## src/rtl/nhtl_pkg.sv

```systemverilog
`default_nettype none

package nhtl_pkg;

	localparam int TABLE_DEPTH_DEF = 4096;

	localparam int CNT_W   = 13;
	localparam int IDX_W   = 12;
	localparam int ID_W    = 32;
	localparam int CHAR_W  = 8;
	localparam int IN_DW   = 56;
	localparam int OUT_DW  = 48;

	localparam logic        CMD_WRITE = 1'b0;
	localparam logic        CMD_CHAR  = 1'b1;

	localparam logic [31:0] HASH_MOD  = 32'h8000000B;
	localparam logic [31:0] FINAL_XOR = 32'h12345678;

	localparam logic [7:0]  CHAR_SLASH  = 8'h2F;
	localparam logic [7:0]  CHAR_BSLASH = 8'h5C;
	localparam logic [7:0]  CHAR_UA     = 8'h41;
	localparam logic [7:0]  CHAR_UZ     = 8'h5A;
	localparam logic [7:0]  CASE_OFS    = 8'h20;

	typedef struct packed {
		logic start;
		logic clear;
	} fold_ctrl_t;

	typedef struct packed {
		logic start;
		logic ack;
	} srch_ctrl_t;

	typedef struct packed {
		logic             busy;
		logic             done;
		logic             found;
		logic [IDX_W-1:0] index;
		logic [ID_W-1:0]  key;
	} srch_stat_t;

	// Map '/' to backslash, fold upper case, then sign-extend as a signed char.
	function automatic logic [31:0] norm_char(input logic [7:0] c);
		logic [7:0] n;
		n = (c == CHAR_SLASH) ? CHAR_BSLASH : c;
		if (n inside {[CHAR_UA:CHAR_UZ]}) begin
			n = n + CASE_OFS;
		end
		return {{24{n[7]}}, n};
	endfunction

endpackage

`default_nettype wire

```

## src/rtl/nhtl_search.sv

```systemverilog
`default_nettype none

module nhtl_search import nhtl_pkg::*; #(
	parameter int TABLE_DEPTH = TABLE_DEPTH_DEF
) (
	input  wire logic                                 clk,
	input  wire logic                                 arst_n,
	input  wire srch_ctrl_t                           ctrl,
	input  wire logic [ID_W-1:0]                      key,
	input  wire logic [$clog2(TABLE_DEPTH+1)-1:0]     count,
	output logic                                      rd_en,
	output logic [((TABLE_DEPTH > 1) ? $clog2(TABLE_DEPTH) : 1)-1:0] rd_addr,
	input  wire logic [ID_W-1:0]                      rd_data,
	output srch_stat_t                                stat
);

	localparam int AW = (TABLE_DEPTH > 1) ? $clog2(TABLE_DEPTH) : 1;
	localparam int CW = $clog2(TABLE_DEPTH + 1);

	localparam logic [1:0] S_IDLE = 2'd0;
	localparam logic [1:0] S_ADDR = 2'd1;
	localparam logic [1:0] S_CMP  = 2'd2;
	localparam logic [1:0] S_DONE = 2'd3;

	logic [1:0]      state_q;
	logic [CW-1:0]   lo_q;
	logic [CW-1:0]   hx_q;
	logic [CW-1:0]   mid_q;
	logic [ID_W-1:0] key_q;
	logic            found_q;
	logic [IDX_W-1:0] index_q;
	logic [CW-1:0]   span;
	logic [CW-1:0]   mid;
	logic [31:0]     mid_ext;
	logic [31:0]     midq_ext;

	// Window is [lo, hx); probe the lower middle entry.
	assign span     = CW'(hx_q - lo_q - CW'(1));
	assign mid      = lo_q + (span >> 1);
	assign mid_ext  = 32'(mid);
	assign midq_ext = 32'(mid_q);

	assign rd_en   = (state_q == S_ADDR) && (lo_q < hx_q);
	assign rd_addr = mid_ext[AW-1:0];

	always_ff @(posedge clk or negedge arst_n) begin
		if (!arst_n) begin
			state_q <= S_IDLE;
			found_q <= 1'b0;
			index_q <= '0;
		end else begin
			case (state_q)
				S_IDLE: begin
					if (ctrl.start) begin
						found_q <= 1'b0;
						index_q <= '0;
						state_q <= S_ADDR;
					end
				end
				S_ADDR: begin
					if (lo_q < hx_q) begin
						state_q <= S_CMP;
					end else begin
						state_q <= S_DONE;
					end
				end
				S_CMP: begin
					if (rd_data == key_q) begin
						found_q <= 1'b1;
						index_q <= midq_ext[IDX_W-1:0];
						state_q <= S_DONE;
					end else begin
						state_q <= S_ADDR;
					end
				end
				S_DONE: begin
					if (ctrl.ack) begin
						state_q <= S_IDLE;
					end
				end
				default: begin
					state_q <= S_IDLE;
				end
			endcase
		end
	end

	always_ff @(posedge clk) begin
		if (state_q == S_IDLE && ctrl.start) begin
			lo_q  <= '0;
			hx_q  <= count;
			key_q <= key;
		end
		if (state_q == S_ADDR) begin
			mid_q <= mid;
		end
		if (state_q == S_CMP && rd_data != key_q) begin
			if (key_q > rd_data) begin
				lo_q <= mid_q + CW'(1);
			end else begin
				hx_q <= mid_q;
			end
		end
	end

	assign stat.busy  = (state_q != S_IDLE);
	assign stat.done  = (state_q == S_DONE);
	assign stat.found = found_q;
	assign stat.index = index_q;
	assign stat.key   = key_q;

endmodule

`default_nettype wire

```

## config.mk

```make
export PLATFORM = sky130hd
export DESIGN_NAME = nhtl_search
export DESIGN_NICKNAME = d
export VERILOG_FILES = /design/src/rtl/nhtl_pkg.sv /design/src/rtl/nhtl_search.sv
export SDC_FILE = /design/constraint.sdc
export NUM_CORES = 1
export LEC_CHECK = 0
export BUFFER_PORTS_ARGS = -buffer_cell sky130_fd_sc_hd__buf_2
export CAP_MARGIN = 5
export CORE_MARGIN = 4
export CORE_UTILIZATION = 45
export CTS_CLUSTER_SIZE = 24
export DETAILED_ROUTE_END_ITERATION = 8
export PLACE_DENSITY = 0.72
export SLEW_MARGIN = 5
export SYNTH_ARGS = -nofsm -noshare
export SYNTH_HDL_FRONTEND = slang
export SYNTH_SLANG_ARGS = --single-unit
```

## constraint.sdc

```tcl
create_clock -name clk -period 3.8 [get_ports clk]
set_input_delay 0.19 -clock clk [delete_from_list [all_inputs] [get_ports clk]]
set_output_delay 0.19 -clock clk [all_outputs]
set_load 0.005 [all_outputs]
```

== After elaboration in Yosys (flattened, before gate mapping) ==
Index checks and enable logic that the tools add are counted.

* Reductions and logical operators: 8
* Add/subtract/negate cells: 4
* Magnitude comparators: 2
* Mux-type cells: 17
* Equal/unequal tests: 8

{| class="wikitable"
|+ Operators with widths
! operator !! number
|-
| 2-to-1 mux 13 bit || 6
|-
| equality test 32 bit || 1
|-
| > comparator 32 bit || 1
|-
| != test 32 bit || 1
|-
| 2-to-1 mux 12 bit || 2
|-
| one-hot mux 12 bit (2 select lines) || 1
|-
| adder 13 x 1 -> 13 bit, second input constant || 1
|-
| adder 13 x 12 -> 13 bit || 1
|-
| less-than comparator 13 bit || 1
|-
| subtractor 13 x 1 -> 13 bit, second input constant || 1
|-
| subtractor 13 bit || 1
|-
| one-hot mux 2 bit (4 select lines) || 1
|-
| 2-to-1 mux 2 bit || 3
|-
| != test 2 bit, second input constant || 3
|-
| equality test 2 bit, second input constant || 2
|-
| nonzero test 2 bit || 2
|-
| logical AND 1 bit || 3
|-
| 2-to-1 mux 1 bit || 3
|-
| AND reduction 3 bit || 1
|-
| equality test 2 x 1 -> 1 bit, second input constant || 1
|-
| zero test 2 bit || 1
|-
| one-hot mux 1 bit (2 select lines) || 1
|-
| AND reduction 2 bit || 1
|}

* Output and inout bits: 60
* Logic and storage cells: 46
* Bits of input ports: 81
* Register bits after elaboration: 86

== Depth between registers and ports, before layout ==
* Word-level depth: 5
* Mapped depth: 16
* Gate-level depth less buffers: 15

== Least setup slack after synthesis ==
OpenSTA, ideal clock, no wires.

* Path kind: register to output
* Start: register lo_q[2]
* End: output rd_addr[11] (netlist name)
* Setup slack: 0.313 ns
* Stages on the path, launching flop included: 17
* Data required time: 3.610 ns
* Buffers on the path: 1
* Arrival time: 3.297 ns
* Cell sequence: dfxtp_1 inv_1 ha_1 a21oi_1 o21ai_0 and4_1 o41ai_1 nand2b_1 a21oi_1 xnor2_1 ha_1 nand3_1 nand2_1 a41o_1 o41ai_1 xnor2_1 buf_4

* Word-level cells in the longest chain between the ends: 3

{| class="wikitable"
|+ RTL lines
! what !! RTL line !! source
|-
| from (decl) || nhtl_search.sv:26 || <nowiki>logic [CW-1:0] lo_q;</nowiki>
|-
| from (signal assigned) || nhtl_search.sv:99 || <nowiki>lo_q <= mid_q + CW'(1);</nowiki>
|-
| subtractor 13 bit || nhtl_search.sv:38 || <nowiki>assign span = CW'(hx_q - lo_q - CW'(1));</nowiki>
|-
| subtractor 13 x 1 -> 13 bit || nhtl_search.sv:38 ||
|-
| adder 13 x 12 -> 13 bit (*) || nhtl_search.sv:39 || <nowiki>assign mid = lo_q + (span >> 1);</nowiki>
|-
| to (decl) || nhtl_search.sv:12 || <nowiki>output logic [((TABLE_DEPTH > 1) ? $clog2(TABLE_DEPTH) : 1)-1:0] rd_addr,</nowiki>
|}

Mark *: on every way between the ends. The rest lies on a longest branch, timed or not.

== Worst setup path after layout ==
Ends and elaborated chain as after synthesis.

==> results_dict.tcl <==
set metrics [dict create \
    status "completed" \
    antenna_found_initial 0 \
    crit_family "compound AO/OA/AOI/OAI gates" \
    seq_power_share 0.253 \
    slew_violations 0 \
    grt_pass1_vias 4699 \
    syn_to_final_growth_pct 23.7 \
    wirelength_um 13900 \
    rsz0062_at_grt "yes" \
    avgSynthCellArea_um2 9.72 \
    die_h_um 118 \
    num-nets-final 863 \
    yosysTopAreaCell "edfxtp_1" \
    vias_per_cell 5.26 \
    setup_viol 0 \
    ys_warn_count 0 \
    synth_area_leaders "edfxtp_1 (25%), ha_1 (16%), dfxtp_1 (9.5%)" \
    antenna_left 0 \
    clockBufferDepth 2 \
    core_region_area_um2 12000 \
    cts_htree_levels 3 \
    initial_core_util 0.458 \
    worst_r2r_path_depth 17 \
    synth_top_area_frac 0.247 \
    leakage_nw 3.25 \
    place_ws_ns 0.0670 \
    grt.total_usage 0.200 \
    crit_fanout 4 \
    crit_arrival_ns 3.53 \
    grt_use_met1 0.252 \
    hpwl_um 10800 \
    skew_ns 0.00682 \
    worstMarginPinSlew_ns 0.926 \
    synthTopCellsByCount "inv_1 (70), ha_1 (69), nand2_1 (51)" \
    cap_viol_max_count 0 \
    hp-start "key[18]" \
    fillers 1008 \
    cts-root-buf "clkbuf_16" \
    timing.rr.end "mid_q[12]" \
    crit_chain "inv_2 > ha_4 > buf_6 > nor2b_2 > o31a_1 > o211ai_1 > nand2b_1 > xor2_1 > ha_1 > nand3_1 > nand2_1 > a41o_1 > o41ai_2 > buf_4 > xnor2_2 > buf_2" \
    p_comb_frac 0.618 \
    first_pass_iters 4 \
    start_kind "flop" \
    regArea_um2 2250 \
    crit_type "reg2out" \
    sw_frac_of_total 0.421 \
    grt_use_met2 0.336 \
    met3_usage 0.0411 \
    drive_gt1_frac 0.300 \
    r2r-start "lo_q[2]" \
    drt-initial-drc-count 258 \
    hold_viol 0 \
    cts_tree "yes" \
    holdPathStages 1 \
    hold_end "key_q[18]" \
    ir_drop_uv 1320 \
    power_switching_mw 3.00 \
    grt_pass1_wl_um 22700 \
    clkSinkCount 86 \
    rows 40 \
    path_clk_slew_ns 0.07 \
    synth_flop_cell "edfxtp_1" \
    place.gp.congestion 0.869 \
    grt_max_degree 34 \
    fmax_ghz 0.269 \
    hold_path.class "in2reg" \
    p_int_mw 4.13 \
    synthArstFlopShare 0.174 \
    critPathCaptureType "primary output" \
    grt-ovfl-total 0 \
    syn_inst 563 \
    vias 4542 \
    ios 141 \
    slowest_stage "dfxtp_4" \
    setup_slack_ns 0.0836 \
    synth-seq-area-share 0.411 \
    fin_crit_sh 0.978 \
    reg2reg_slack_ns 0.48 \
    synth_cell_type_count 50 \
    numCtsBuffers 9 \
    die_area_um2 14000 \
    period_minus_slack_ns 3.72 \
    worst_ep_required_time_ns 3.61 \
    ys_seq_elements 86 \
    yosys.cell_count.top_type "inv_1" \
    pwr-share-clk 0.129 \
    slowest_delay_ns 0.37 \
    port_buffers 140 \
    syn-cell-area_um2 5470 \
    die_w_um 118 \
    syn_nets 715 \
    top_usage_layer "met2" \
    synth-edff-count 45 \
    maxSlewHeadroom 0.380 \
    fin_tns_setup_ns 0 \
    insertion_delay_ns 0.35 \
    drc_errors 0 \
    drt-wirelength-per-cell_um 16.1 \
    cp_num_buf_inv 4 \
    p_per_area_nw_per_um2 1050 \
    multi_input_area_um2 2900 \
    diodes 0 \
]
## state kept, by name, summed over array words and instances, names as in the netlist
name,flops
index_q,12
state_q,2
key_q,32
found_q,1
mid_q,13
lo_q,13
hx_q,13
## logic make-up after synthesis
family / after synthesis / share of synthesized area
AND/OR/NAND/NOR: 151 / 0.132
AO/OA/AOI/OAI: 105 / 0.118
buffers and inverters: 94 / 0.0763
flip-flops: 86 / 0.411
adder cells (fa/ha/maj): 71 / 0.165
XOR/XNOR: 29 / 0.0464
multiplexers: 27 / 0.0523
## worst max-delay path by stage
| stage | start | to | slack (ns) | depth (start not counted) |
|---|---|---|---|---|
| after floorplan | lo_q[2] | rd_addr[11] | 0.31 | 16 |
| after global placement | lo_q[2] | rd_addr[11] | 0.18 | 17 |
| after detailed placement | lo_q[2] | rd_addr[11] | 0.07 | 17 |
| after CTS | lo_q[2] | rd_addr[11] | -0.03 | 17 |
| after global routing | lo_q[2] | rd_addr[11] | -0.07 | 16 |
| final | lo_q[2] | rd_addr[11] | 0.08 | 16 |
## power by group through the flow
stage | Combinational, mW | Sequential (mW) | Clock (mW)
global route | 4.94 | 1.85 | 0.977
global placement | 3.91 | 1.80 | 0
finish | 4.41 | 1.81 | 0.919
CTS | 4.12 | 1.79 | 0.938
floorplan | 3.25 | 1.71 | 0
detailed placement | 4.00 | 1.81 | 0
## stage by stage
stage	cells	cell area (um^2)	total power [mW]	util	hold WS [ns]
floorplan	563	5470	4.96	-	-0.106
global placement	839	6300	5.71	0.527	0.107
detailed placement	839	6300	5.81	0.527	0.114
CTS	859	6660	6.85	0.557	0.000886
global route	863	6770	7.77	0.566	0.0000560
finish	863	6770	7.13	0.566	0.0155
## area by class of cell
cell class,count,area share
timing repair buffer,160,0.128
multi-input combinational,383,0.428
inverter,71,0.0394
clock buffer,10,0.0353
clock inverter,6,0.00998
sequential,86,0.333
tap,147,0.0272
## placed cells by master, fill, tap and decap left out, drive strengths merged, types with 9 or more instances in the layout
master  instances
nand2          51
buf           156
nand3          22
ha             69
dfxtp          26
nor2           29
nor3           11
edfxtp         45
mux2           13
dfrtp          15
xnor2          20
mux2i          14
o21ai          38
a21oi          27
a21o            9
xor2            9
clkbuf         10
inv            73
## routing by layer
metal | part of all wire | wire length [um]
met3 | 0.058 | 814
met2 | 0.47 | 6530
met5 | 0 | 0
met4 | 0.024 | 334
met1 | 0.45 | 6240
## timing repair
| action | 4_1_cts | 5_1_grt |
|---|---|---|
| pin swaps | 3 | 15 |
| hold buffers | 3 | 1 |
| endpoints found under the hold margin | 17 | 1 |
| resized for setup | 4 | 23 |
| endpoints found under the setup margin | 4 | 4 |
| setup buffers | 1 | 3 |
Note: power is estimated with default switching activity, not from simulation.
