<file path="src/rtl/nhtl_pkg.sv">
`default_nettype none

package nhtl_pkg;

	localparam int TABLE_DEPTH_DEF = 4096;

	localparam int CNT_W   = 13;
	localparam int IDX_W   = 12;
	localparam int ID_W    = 32;
	localparam int CHAR_W  = 8;
	localparam int IN_DW   = 56;
	localparam int OUT_DW  = 48;

	localparam logic        CMD_WRITE = 1'b0;
	localparam logic        CMD_CHAR  = 1'b1;

	localparam logic [31:0] HASH_MOD  = 32'h8000000B;
	localparam logic [31:0] FINAL_XOR = 32'h12345678;

	localparam logic [7:0]  CHAR_SLASH  = 8'h2F;
	localparam logic [7:0]  CHAR_BSLASH = 8'h5C;
	localparam logic [7:0]  CHAR_UA     = 8'h41;
	localparam logic [7:0]  CHAR_UZ     = 8'h5A;
	localparam logic [7:0]  CASE_OFS    = 8'h20;

	typedef struct packed {
		logic start;
		logic clear;
	} fold_ctrl_t;

	typedef struct packed {
		logic start;
		logic ack;
	} srch_ctrl_t;

	typedef struct packed {
		logic             busy;
		logic             done;
		logic             found;
		logic [IDX_W-1:0] index;
		logic [ID_W-1:0]  key;
	} srch_stat_t;

	// Map '/' to backslash, fold upper case, then sign-extend as a signed char.
	function automatic logic [31:0] norm_char(input logic [7:0] c);
		logic [7:0] n;
		n = (c == CHAR_SLASH) ? CHAR_BSLASH : c;
		if (n inside {[CHAR_UA:CHAR_UZ]}) begin
			n = n + CASE_OFS;
		end
		return {{24{n[7]}}, n};
	endfunction

endpackage

`default_nettype wire

</file>
<file path="src/rtl/nhtl_fold.sv">
`default_nettype none

module nhtl_fold import nhtl_pkg::*; (
	input  wire logic              clk,
	input  wire logic              arst_n,
	input  wire fold_ctrl_t        ctrl,
	input  wire logic [CHAR_W-1:0] name_char,
	output logic                   busy,
	output logic                   done,
	output logic [ID_W-1:0]        hash
);

	localparam logic [1:0] F_IDLE = 2'd0;
	localparam logic [1:0] F_MUL  = 2'd1;
	localparam logic [1:0] F_RED  = 2'd2;
	localparam logic [1:0] F_FIN  = 2'd3;

	logic [1:0]  state_q;
	logic        done_q;
	logic [31:0] hash_q;
	logic [31:0] pos1_q;
	logic [31:0] u_q;
	logic [31:0] prod_q;
	logic [31:0] red_q;
	logic [31:0] sum;
	logic [31:0] red;

	// Sum is below twice the modulus, so one conditional subtract reduces it.
	assign sum = prod_q + hash_q;
	assign red = (sum >= HASH_MOD) ? (sum - HASH_MOD) : sum;

	always_ff @(posedge clk or negedge arst_n) begin
		if (!arst_n) begin
			state_q <= F_IDLE;
			done_q  <= 1'b0;
			hash_q  <= '0;
			pos1_q  <= 32'd1;
		end else begin
			done_q <= 1'b0;
			case (state_q)
				F_IDLE: begin
					if (ctrl.clear) begin
						hash_q <= '0;
						pos1_q <= 32'd1;
					end
					if (ctrl.start) begin
						state_q <= F_MUL;
					end
				end
				F_MUL: begin
					state_q <= F_RED;
				end
				F_RED: begin
					state_q <= F_FIN;
				end
				F_FIN: begin
					// h = -16h - h, modulo 2^32
					hash_q  <= ((~red_q + 32'd1) << 4) - red_q;
					pos1_q  <= pos1_q + 32'd1;
					done_q  <= 1'b1;
					state_q <= F_IDLE;
				end
				default: begin
					state_q <= F_IDLE;
				end
			endcase
		end
	end

	always_ff @(posedge clk) begin
		if (state_q == F_IDLE && ctrl.start) begin
			u_q <= norm_char(name_char);
		end
		if (state_q == F_MUL) begin
			prod_q <= 32'(u_q * pos1_q);
		end
		if (state_q == F_RED) begin
			red_q <= red;
		end
	end

	assign busy = (state_q != F_IDLE);
	assign done = done_q;
	assign hash = hash_q;

endmodule

`default_nettype wire

</file>
<file path="config.mk">
export PLATFORM = sky130hd
export DESIGN_NAME = nhtl_fold
export DESIGN_NICKNAME = d
export VERILOG_FILES = /design/src/rtl/nhtl_pkg.sv /design/src/rtl/nhtl_fold.sv
export SDC_FILE = /design/constraint.sdc
export NUM_CORES = 1
export LEC_CHECK = 0
export BUFFER_PORTS_ARGS = -buffer_cell sky130_fd_sc_hd__clkbuf_2
export CAP_MARGIN = 20
export CORE_MARGIN = 3
export CORE_UTILIZATION = 45
export DETAILED_ROUTE_END_ITERATION = 8
export PLACE_DENSITY = 0.64
export SLEW_MARGIN = 40
export SYNTH_ARGS = -nofsm -noshare
export SYNTH_HDL_FRONTEND = slang
export SYNTH_SLANG_ARGS = --single-unit
</file>
<file path="constraint.sdc">
create_clock -name clk -period 6.1 [get_ports clk]
set_input_delay 1.22 -clock clk [delete_from_list [all_inputs] [get_ports clk]]
set_output_delay 1.22 -clock clk [all_outputs]
set_load 0.02 [all_outputs]
</file>
After elaboration in Yosys (flattened, before gate mapping) --
Index checks and enable logic that the tools add are counted.
Storage, ports and cells: output and inout port bits 34, bits of input ports 12, word-level logic and storage cells 40, bits in registers 139
Operators by class: equality and inequality tests 6, $mul 1, multiplexer cells 10, reductions and logical operators 6, magnitude comparators 3, add/sub/neg operators 6, bitwise gates (word level) 1
Operators by type and width (count):
- $pmux W32 S2 | 2
- $mux W32 | 3
- $add A32 B1 Y32 const B | 1
- $add A32 B32 Y32 | 1
- $ge A32 B32 Y1 const B | 1
- $mul A8 B32 Y32 | 1
- $sub A32 B32 Y32 | 1
- $sub A32 B32 Y32 const B | 1
- $add A28 B1 Y28 const B | 1
- $not A28 Y28 | 1
- $mux W8 | 2
- $add A8 B6 Y8 const B | 1
- $eq A8 B6 Y1 const B | 1
- $ge A8 B7 Y1 const B | 1
- $le A8 B7 Y1 const B | 1
- $pmux W2 S4 | 1
- $eq A2 B2 Y1 const B | 2
- $ne A2 B2 Y1 const B | 2
- $reduce_bool A2 Y1 | 2
- $eq A2 B1 Y1 const B | 1
- $logic_and A1 B1 Y1 | 2
- $logic_not A2 Y1 | 1
- $mux W2 | 1
- $reduce_and A2 Y1 | 1
- $mux W1 | 1

Logic depth before layout (Yosys ltp) --
depth after elaboration 5, depth in mapped cells 22, mapped depth without buffers 20

Worst setup path before layout --
Ideal clock, no wire load.
kind register to register, from register u_q[7] (netlist name), to register prod_q[31], data pin, path buffers 1, path slack 0.702 ns, data required time 5.840 ns, setup time 0.260 ns, period minus slack after synthesis 5.398 ns, stages on the path, launching flop included 20, arrival 5.138 ns, cell sequence edfxtp_1 -> inv_1 -> clkbuf_1 -> nor2_1 -> fa_1 -> fa_1 -> fa_1 -> inv_1 -> fa_1 -> inv_1 -> ha_1 -> o21ai_0 -> nand2b_1 -> a21oi_1 -> o311ai_0 -> a221oi_1 -> nor4_1 -> nor3_1 -> a21oi_1 -> xnor2_1
Between the ends: cells in the longest elaborated chain, start to end 1
Ends and longest elaborated chain:
- $mul A8 B32 Y32 | line nhtl_fold.sv:75 | prod_q <= 32'(u_q * pos1_q);
- end signal, assigned | line nhtl_fold.sv:75
- end, declared | line nhtl_fold.sv:23 | logic [31:0] prod_q;
No other way between the ends. A chain may end at the register's enable or synchronous reset.

Worst setup path after layout --
from register u_q[7] (netlist name), to register prod_q[28], data pin
Between the ends: cells in the longest elaborated chain, start to end 1
Ends and longest elaborated chain (line):
- $mul A8 B32 Y32 | nhtl_fold.sv:75
No other way between the ends.

==> reports/metrics.csv <==
stage,metric,value,unit
setup_path,cp.required,6.30,ns
detailed_routing,vias_per_cell,5.41,
timing,hold_viol,0,
cts,root_buffer,clkbuf_16,
pwr,peakVddDrop,0.225,mV
synthesis,yosysTopAreaCell,fa_1,
grt,grt-ovfl-total,0,
synthesis,async_reset_ff_share,48.2,%
grt,grt_start_max_net_pins,68,
grt,antenna_found_initial,0,
layout,multiInputGateArea,0.0120,sq mm
synthesis,synth_edf_count,72,
cts,cts-buffers-inserted,17,
timing,setup_tns,0,ns
cts,htreeDepth,4,
synthesis,syn_area,0.0172,sq mm
synthesis,synthFlopType,edfxtp_1,
synthesis,synth-simple-area-share,19.8,%
cts,cts_resized,0,
layout,n_fill_cell,3561,
floorplan,io_pins,46,
pwr,p_leak,8.34,nW
run_status,outcome,"complete, no violations",
detailed_routing,antenna_left,0,
timing,max_clock_freq,178,MHz
setup_path,r2r_slack,0.47,ns
synthesis,synthMuxAreaShare,0.189,%
timing,whs,0.548,ns
placement,placed_area,0.0178,sq mm
floorplan,rows,70,
synthesis,synth_top_family_by_area,adder cells,
synthesis,ys_warn_count,0,
setup_path,cp_cell_sequence,inv_1 -> buf_4 -> nor2_1 -> fa_1 -> fa_1 -> fa_1 -> inv_1 -> fa_1 -> inv_1 -> ha_1 -> a21o_1 -> a21o_1 -> a21oi_1 -> o21ai_0 -> o2111ai_1 -> nand4_1 -> o311a_1 -> a41o_1 -> o41ai_1 -> xnor2_1,
synthesis,synth-compound-area-share,13.9,%
layout,n_antenna_cell,0,
setup_path,critPathMaxFanout,17,
timing,drv_slew,0,
detailed_routing,route.detailed.drc,0,
placement,portBuffers,45,
placement,dpl_worst_slack,0.473,ns
hold_path,hp-class,flop to flop,
setup_path,critPathCapture,prod_q[28]$_DFFE_PN_,
synthesis,yosys.area_share.adder,28.0,%
synthesis,synthXorXnorAreaFrac,7.74,%
synthesis,synth.avg_cell_area,8.81,sq um
synthesis,ys_types,82,
setup_path,start_kind,flop,
synthesis,yosys.area.top_type_share,18.4,%
layout,final_nets,2251,
cts,clockBufferDepth,2,
synthesis,synth_most_common_cell,inv_1,
cts,numClockSinks,139,
floorplan,start_util,46.3,%
grt,grt_pass1_vias,13500,
floorplan,die_h,201,um
setup_path,ff2ff_path_depth,20,
floorplan,dieArea,0.0406,sq mm
timing,rsz0062_at_grt,false,
timing,finalClockSkew,0.0169,ns
synthesis,synthCells,1952,
detailed_routing,wire_per_inst,16.4,um
grt,grt_usage,20.3,%
timing,relSlewSlack,52.4,%
cts,postCtsHoldBufs,0,
cts,clk_pin_slew,0.06,ns
cts,clock_latency,0.46,ns
setup_path,crit_top_cell,fa_1,
setup_path,cpMaxStageDelayCell,edfxtp_1,
timing,worst_pin_slew,0.715,ns
placement,place_hpwl,32100,um
setup_path,setup.worst_path.class,flop to flop,
synthesis,yosys-top-cells-count,"inv_1 (271), and2_1 (176), fa_1 (158), nand2_1 (158), ha_1 (132)",
pwr,power_density,468,mW/mm^2
setup_path,r2r_end,prod_q[28]$_DFFE_PN_,
detailed_routing,drt_iter0_markers,954,
synthesis,ys_top_cells_by_area,"fa_1 (18%), edfxtp_1 (13%), dfrtp_1 (9.6%)",
detailed_routing,drt_pass1_iterations,6,
setup_path,end_kind,flop,
setup_path,critPathMaxStageDelay,0.53,ns
timing,setup_viol,0,
detailed_routing,routed_wl,40400,um
timing,fin_ws,0.469,ns
setup_path,r2r-start,u_q[7]$_DFFE_PP_,
timing,fin_crit_sh,92.3,%
synthesis,ys_seq_area_share,22.3,%
placement,place_congestion,0.956,
timing,min_period,5.63,ns
floorplan,die_w,201,um
layout,stdcell_area,0.0185,sq mm
setup_path,cp-startpoint,u_q[7]$_DFFE_PP_,
run,cap_violations,0,
floorplan,core_area,0.0371,sq mm
detailed_routing,via_count,13300,
layout,seqCellArea,0.00384,sq mm
setup_path,worstPathArrival,5.83,ns
grt,grt_pass1_wl,67500,um
layout,areaGrowthSynthToFinish,7.46,%
synthesis,ys_seq_elements,139,
pwr,total_power,0.00864,W
layout,post_route_cells_drive_above_1_share,6.17,%
cts,cts_tree,yes,
synthesis,synth_nets,2254,
## logic make-up (layout without fill, tap and decap cells)
logic type,count (synthesis),in the layout
AND/OR/NAND/NOR,659,659
buffers and inverters,355,365
AO/OA/AOI/OAI,354,354
adder cells (fa/ha/maj),290,290
XOR/XNOR,152,152
flip-flops,139,139
multiplexers,3,3
## repair_timing
action	in CTS	in global routing
buffers inserted	0	1
endpoints found under the hold margin	0	0
endpoints found under the setup margin	0	1
## worst min path at each step
stage	from	to	slack [ns]	depth (start not counted)
floorplan	pos1_q[31]$_DFFE_PN0P_	pos1_q[31]$_DFFE_PN0P_	0.52	2
global placement	hash[31]$_DFFE_PN0P_	hash[31]$_DFFE_PN0P_	0.53	2
detailed placement	hash[31]$_DFFE_PN0P_	hash[31]$_DFFE_PN0P_	0.54	2
CTS	hash[31]$_DFFE_PN0P_	hash[31]$_DFFE_PN0P_	0.56	2
global route	hash[30]$_DFFE_PN0P_	hash[30]$_DFFE_PN0P_	0.59	2
finish	hash[31]$_DFFE_PN0P_	hash[31]$_DFFE_PN0P_	0.55	2
## layout make-up
| type | count | share of cell area [%] |
|---|---|---|
| multi-input combinational | 1458 | 65.0 |
| sequential | 139 | 20.8 |
| timing repair buffer | 62 | 1.94 |
| clock inverter | 12 | 0.799 |
| inverter | 271 | 5.51 |
| clock buffer | 20 | 2.59 |
| tap | 504 | 3.41 |
## critical path: cells and delay by family, from the launching register on
kind	cells	cell delay, ns
buffers and inverters	4	0.57
and+or+nand+nor	2	0.23
adders and majority gates	5	2.23
xor gates and xnor gates	1	0.10
DFF	1	0.53
AOI/OAI and AO/OA	8	1.74
## metal layers
metal | global-route usage [%] | up-vias | wire length [um]
li1 | - | 6506 | -
met1 | 27.0 | 6473 | 18500
met2 | 34.3 | 300 | 19400
met3 | 3.40 | 66 | 1620
met4 | 5.93 | 0 | 844
met5 | 0 | - | 0
## state kept, by name, summed over array words and instances, names as in the netlist
| signal | count |
|---|---|
| red_q | 32 |
| prod_q | 32 |
| hash | 32 |
| state_q | 2 |
| pos1_q | 32 |
| u_q | 8 |
| done | 1 |
## per-stage QoR
| step | util (%) | std cells |
|---|---|---|
| final | 49.8 | 2466 |
| after global routing | 49.8 | 2466 |
| after CTS | 49.7 | 2465 |
| after detailed placement | 48.0 | 2433 |
| after global placement | 48.0 | 2433 |
| after floorplan | - | 1952 |
## power by group
part | switching [W] | internal, W
sequential | 0.000337 | 0.00150
clock | 0.000459 | 0.000662
combinational | 0.00348 | 0.00220
## cell usage in the layout, fill, tap and decap left out, types with 10 or more instances in the layout
| cell type | netlist | layout |
|---|---|---|
| inv_1 | 271 | 271 |
| and2_1 | 176 | 176 |
| nand2_1 | 158 | 158 |
| fa_1 | 158 | 158 |
| ha_1 | 132 | 132 |
| nor2_1 | 120 | 119 |
| xnor2_1 | 96 | 95 |
| a21oi_1 | 91 | 91 |
| o21ai_0 | 87 | 86 |
| edfxtp_1 | 72 | 72 |
| dfrtp_1 | 66 | 66 |
| xor2_1 | 56 | 56 |
| nor3_1 | 46 | 46 |
| clkbuf_2 | 1 | 44 |
| nand3_1 | 40 | 40 |
| a21o_1 | 30 | 30 |
| nand2b_1 | 21 | 21 |
| clkbuf_16 | 0 | 19 |
| buf_4 | 0 | 17 |
| and3_1 | 16 | 16 |
| or3_1 | 16 | 16 |
| nand4_1 | 16 | 16 |
| o2111ai_1 | 15 | 15 |
| nor4_1 | 13 | 13 |
| o21a_1 | 13 | 13 |
| o211ai_1 | 11 | 11 |
| o31ai_1 | 11 | 11 |
| nor2b_1 | 10 | 10 |
Power figures use the tool's default switching activity.
